$ cat src/design/dtbp_pkg.sv
// shared types, codes and widths of the dual token bucket policer
package dtbp_pkg;

   localparam int RATE_W  = 32;
   localparam int TIME_W  = 32;
   localparam int SIZE_W  = 16;
   localparam int LEVEL_W = 29;
   localparam int COUNT_W = 48;
   localparam int STATE_W = 2;
   localparam int INDEX_W = 2;
   localparam int PROD_W  = TIME_W + RATE_W;

   // item kinds
   localparam logic FUNC_TICK   = 1'b0;
   localparam logic FUNC_PACKET = 1'b1;

   // send state codes
   localparam logic [STATE_W-1:0] ST_CAN_SEND   = 2'd0;
   localparam logic [STATE_W-1:0] ST_CANT_SEND  = 2'd1;
   localparam logic [STATE_W-1:0] ST_MAY_BORROW = 2'd2;

   // register indexes
   localparam logic [INDEX_W-1:0] CSR_RATE         = 2'd0;
   localparam logic [INDEX_W-1:0] CSR_CEILING_RATE = 2'd1;
   localparam logic [INDEX_W-1:0] CSR_START_TIME   = 2'd2;

   typedef struct packed {
      logic              func;
      logic [TIME_W-1:0] now;
      logic [SIZE_W-1:0] pkt_len;
   } req_type;

   typedef struct packed {
      logic               accepted;
      logic               borrowed;
      logic [STATE_W-1:0] class_state;
      logic [LEVEL_W-1:0] tokens_left;
      logic [LEVEL_W-1:0] ceiling_tokens_left;
      logic [COUNT_W-1:0] bytes_total;
      logic [COUNT_W-1:0] packets_total;
      logic [COUNT_W-1:0] drop_total;
      logic [COUNT_W-1:0] overlimit_total;
   } rsp_type;

endpackage

$ cat src/design/dtbp_refill.sv
// bucket refill: level plus elapsed time times rate, saturated at rate/8
module dtbp_refill
   import dtbp_pkg::*;
(
   input  logic [LEVEL_W-1:0] level,
   input  logic [TIME_W-1:0]  elapsed,
   input  logic [RATE_W-1:0]  per_unit,
   output logic [LEVEL_W-1:0] level_new
);

   logic [LEVEL_W-1:0] cap;
   logic [PROD_W-1:0]  product;
   logic [PROD_W:0]    sum;

   always_comb begin
      cap       = per_unit[RATE_W-1:3];
      product   = PROD_W'(elapsed) * PROD_W'(per_unit);
      sum       = {1'b0, product} + (PROD_W + 1)'(level);
      level_new = (sum > (PROD_W + 1)'(cap)) ? cap : sum[LEVEL_W-1:0];
   end

endmodule

$ cat config.mk
export PLATFORM = sky130hd
export DESIGN_NAME = dtbp_refill
export DESIGN_NICKNAME = d
export VERILOG_FILES = /design/src/design/dtbp_pkg.sv /design/src/design/dtbp_refill.sv
export SDC_FILE = /design/constraint.sdc
export NUM_CORES = 2
export LEC_CHECK = 0
export ABC_AREA = 1
export BUFFER_PORTS_ARGS = -buffer_cell sky130_fd_sc_hd__buf_2
export CORE_MARGIN = 2
export CORE_UTILIZATION = 45
export DETAILED_ROUTE_END_ITERATION = 8
export PLACE_DENSITY_LB_ADDON = 0.3
export SLEW_MARGIN = 20
export SYNTH_ARGS = -nofsm -noshare
export SYNTH_HDL_FRONTEND = slang
export SYNTH_SLANG_ARGS = --single-unit
$ cat constraint.sdc
create_clock -name vclk -period 11.16
set_input_delay 1.674 -clock vclk [all_inputs]
set_output_delay 1.674 -clock vclk [all_outputs]
set_load 0.01 [all_outputs]
==> results.json <==
{
  "slew_headroom_pct": 47.9,
  "worstHoldPathType": "in2out",
  "synthesis.area_um2": 38400,
  "grt_pass1_vias": 34700,
  "hold_depth": 5,
  "status": "complete, but fails checks",
  "totalWireLength_um": 116000,
  "syn_inst": 5350,
  "final_max_slew_viol_count": 0,
  "setup_viol": 3,
  "drive_gt1_share_pct": 12.2,
  "die_area_um2": 87800,
  "cp-end-kind": "primary output",
  "fin_cells": 6760,
  "initial_core_util_pct": 45.3,
  "ys_seq_area_share_pct": 0,
  "hold_start": "per_unit[12]",
  "setup_slack_ns": -0.00272,
  "dp.cells": 6738,
  "worst_slew_pin_slew_ns": 0.782,
  "pin_count": 122,
  "drv_cap": 0,
  "crit_fanout": 11,
  "seq_area_um2": 0,
  "yosysMostFrequentCell": "inv_1",
  "num_vias": 32400,
  "grt_pass1_wl_um": 190000,
  "cpMostUsedCell": "nand2_2",
  "yosys.area.top_type": "fa_1",
  "crit_type": "in2out",
  "synth_cell_types": 32,
  "drt_pass1_iterations": 5,
  "drtAntennaViolNets": 0,
  "crit_slowest_cell": "fa_1",
  "drc": 0,
  "critPathLaunch": "elapsed[16]",
  "syn_avg_cell_area_um2": 7.18,
  "grt_max_degree": 29,
  "overflow": 0,
  "portBuffers": 122,
  "cp.arrival_ns": 9.49,
  "whs_endpoint": "level_new[9]",
  "hold_viol_final": 0,
  "routed_via_density": 4.79,
  "slowest_delay_ns": 0.56,
  "die_h_um": 296,
  "synthTopCellsByCount": "inv_1 (1817), nand2_1 (1671), fa_1 (926), ha_1 (301), clkbuf_1 (221)",
  "rsz0062_at_grt": "true",
  "hold_ws_ns": 3.90,
  "fmax_mhz": 89.6,
  "grt_use_total_pct": 27.9,
  "place.detailed.hpwl_um": 104000,
  "yosysWarnings": 0,
  "critical_path_required_ns": 9.49,
  "synth_top_cell_area_share_pct": 48.2,
  "min_period_over_period_pct": 100,
  "die_w_um": 296,
  "violations": "setup timing",
  "wire_per_inst_um": 17.1,
  "ys_top_cells_by_area": "fa_1 (48%), inv_1 (18%), nand2_1 (16%), ha_1 (9.8%), clkbuf_1 (2.2%)",
  "synth_fp_nets": 6670,
  "start_kind": "input pin",
  "period_minus_slack_ns": 11.16,
  "area_growth_pct": 13.4,
  "clock_buffers": 0,
  "antenna_found_initial": 9,
  "core_area_um2": 84900,
  "gp_congestion": 0.943,
  "nFlopsAndLatches": 0,
  "holdBufCountCts": 0,
  "drtIter0Drc": 2133,
  "final_net_count": 6937,
  "rows": 107
}
[layout by cell type (no fill, tap or decap), types with 4 or more instances in the layout]
cell / count
inv_1: 1796
nand2_1: 1617
fa_1: 916
buf_4: 345
ha_1: 283
nor2_1: 99
buf_2: 92
nand3_1: 72
a21oi_1: 62
nand2_2: 53
inv_2: 34
buf_6: 32
nor2_2: 24
xor2_1: 18
buf_12: 18
ha_4: 16
nor3_1: 15
xor2_2: 11
nand4_1: 11
fa_2: 10
nor2_4: 9
nand3_2: 9
o21ai_0: 9
nand2_4: 8
nand3b_1: 8
xnor2_1: 6
o21bai_1: 4
and2_1: 4
[layer usage]
layer  part of all wire (%)  global-route usage [%]
met1                     45                    40.8
met4                    1.6                    4.37
met5                  0.043                       0
met3                    7.5                    3.54
met2                     46                    45.0
[per-stage QoR]
step                      TNS [ns]  utilization (%)  worst slack, ns  cell area [um2]
after floorplan                  0                -            0.408            38400
after global placement       -6.49             49.9           -0.247            42400
after detailed placement     -7.93             49.9           -0.291            42400
after CTS                   -0.502             50.4          -0.0383            42800
after global routing        -10.22             51.3           -0.372            43600
final                     -0.00491             51.3         -0.00272            43600
[cell families after synthesis]
family / count (synthesis) / synth area share, %
buf+inv: 2062 / 20.2
compound gates: 85 / 1.17
fa+ha+maj: 1227 / 58.0
simple gates: 1940 / 19.7
xor+xnor: 36 / 0.820
[critical path, delay by kind of cell]
kind,cells,cell delay (ns)
buffers and inverters,14,1.12
AND/OR/NAND/NOR,20,1.78
adder cells (fa/ha/maj),10,4.71
XOR/XNOR,1,0.19
[cell type report]
class	instances	area [um2]
diodes	1	2.50
fillers	8532	41300
inverters	1832	6880
multi-input cells	3288	31400
well taps	1144	1430
repair buffers	495	3890
[timing repair]
action	in CTS	in global routing
gates cloned	1	2
endpoints found under the hold margin	0	0
buffers inserted	6	12
endpoints found under the setup margin	29	29
pin swaps	26	54
resized for setup	82	173
[worst max-delay path by stage]
stage                    endpoint  slack (ns)  cells after the start
floorplan           level_new[18]        0.41                     41
global placement    level_new[13]       -0.25                     42
detailed placement  level_new[15]       -0.29                     40
CTS                 level_new[15]       -0.04                     44
global route         level_new[0]       -0.37                     45
finish               level_new[5]      -0.003                     45
Power is not shown: default switching activity piles up to over one toggle a cycle in this logic, so the estimate is an artifact.
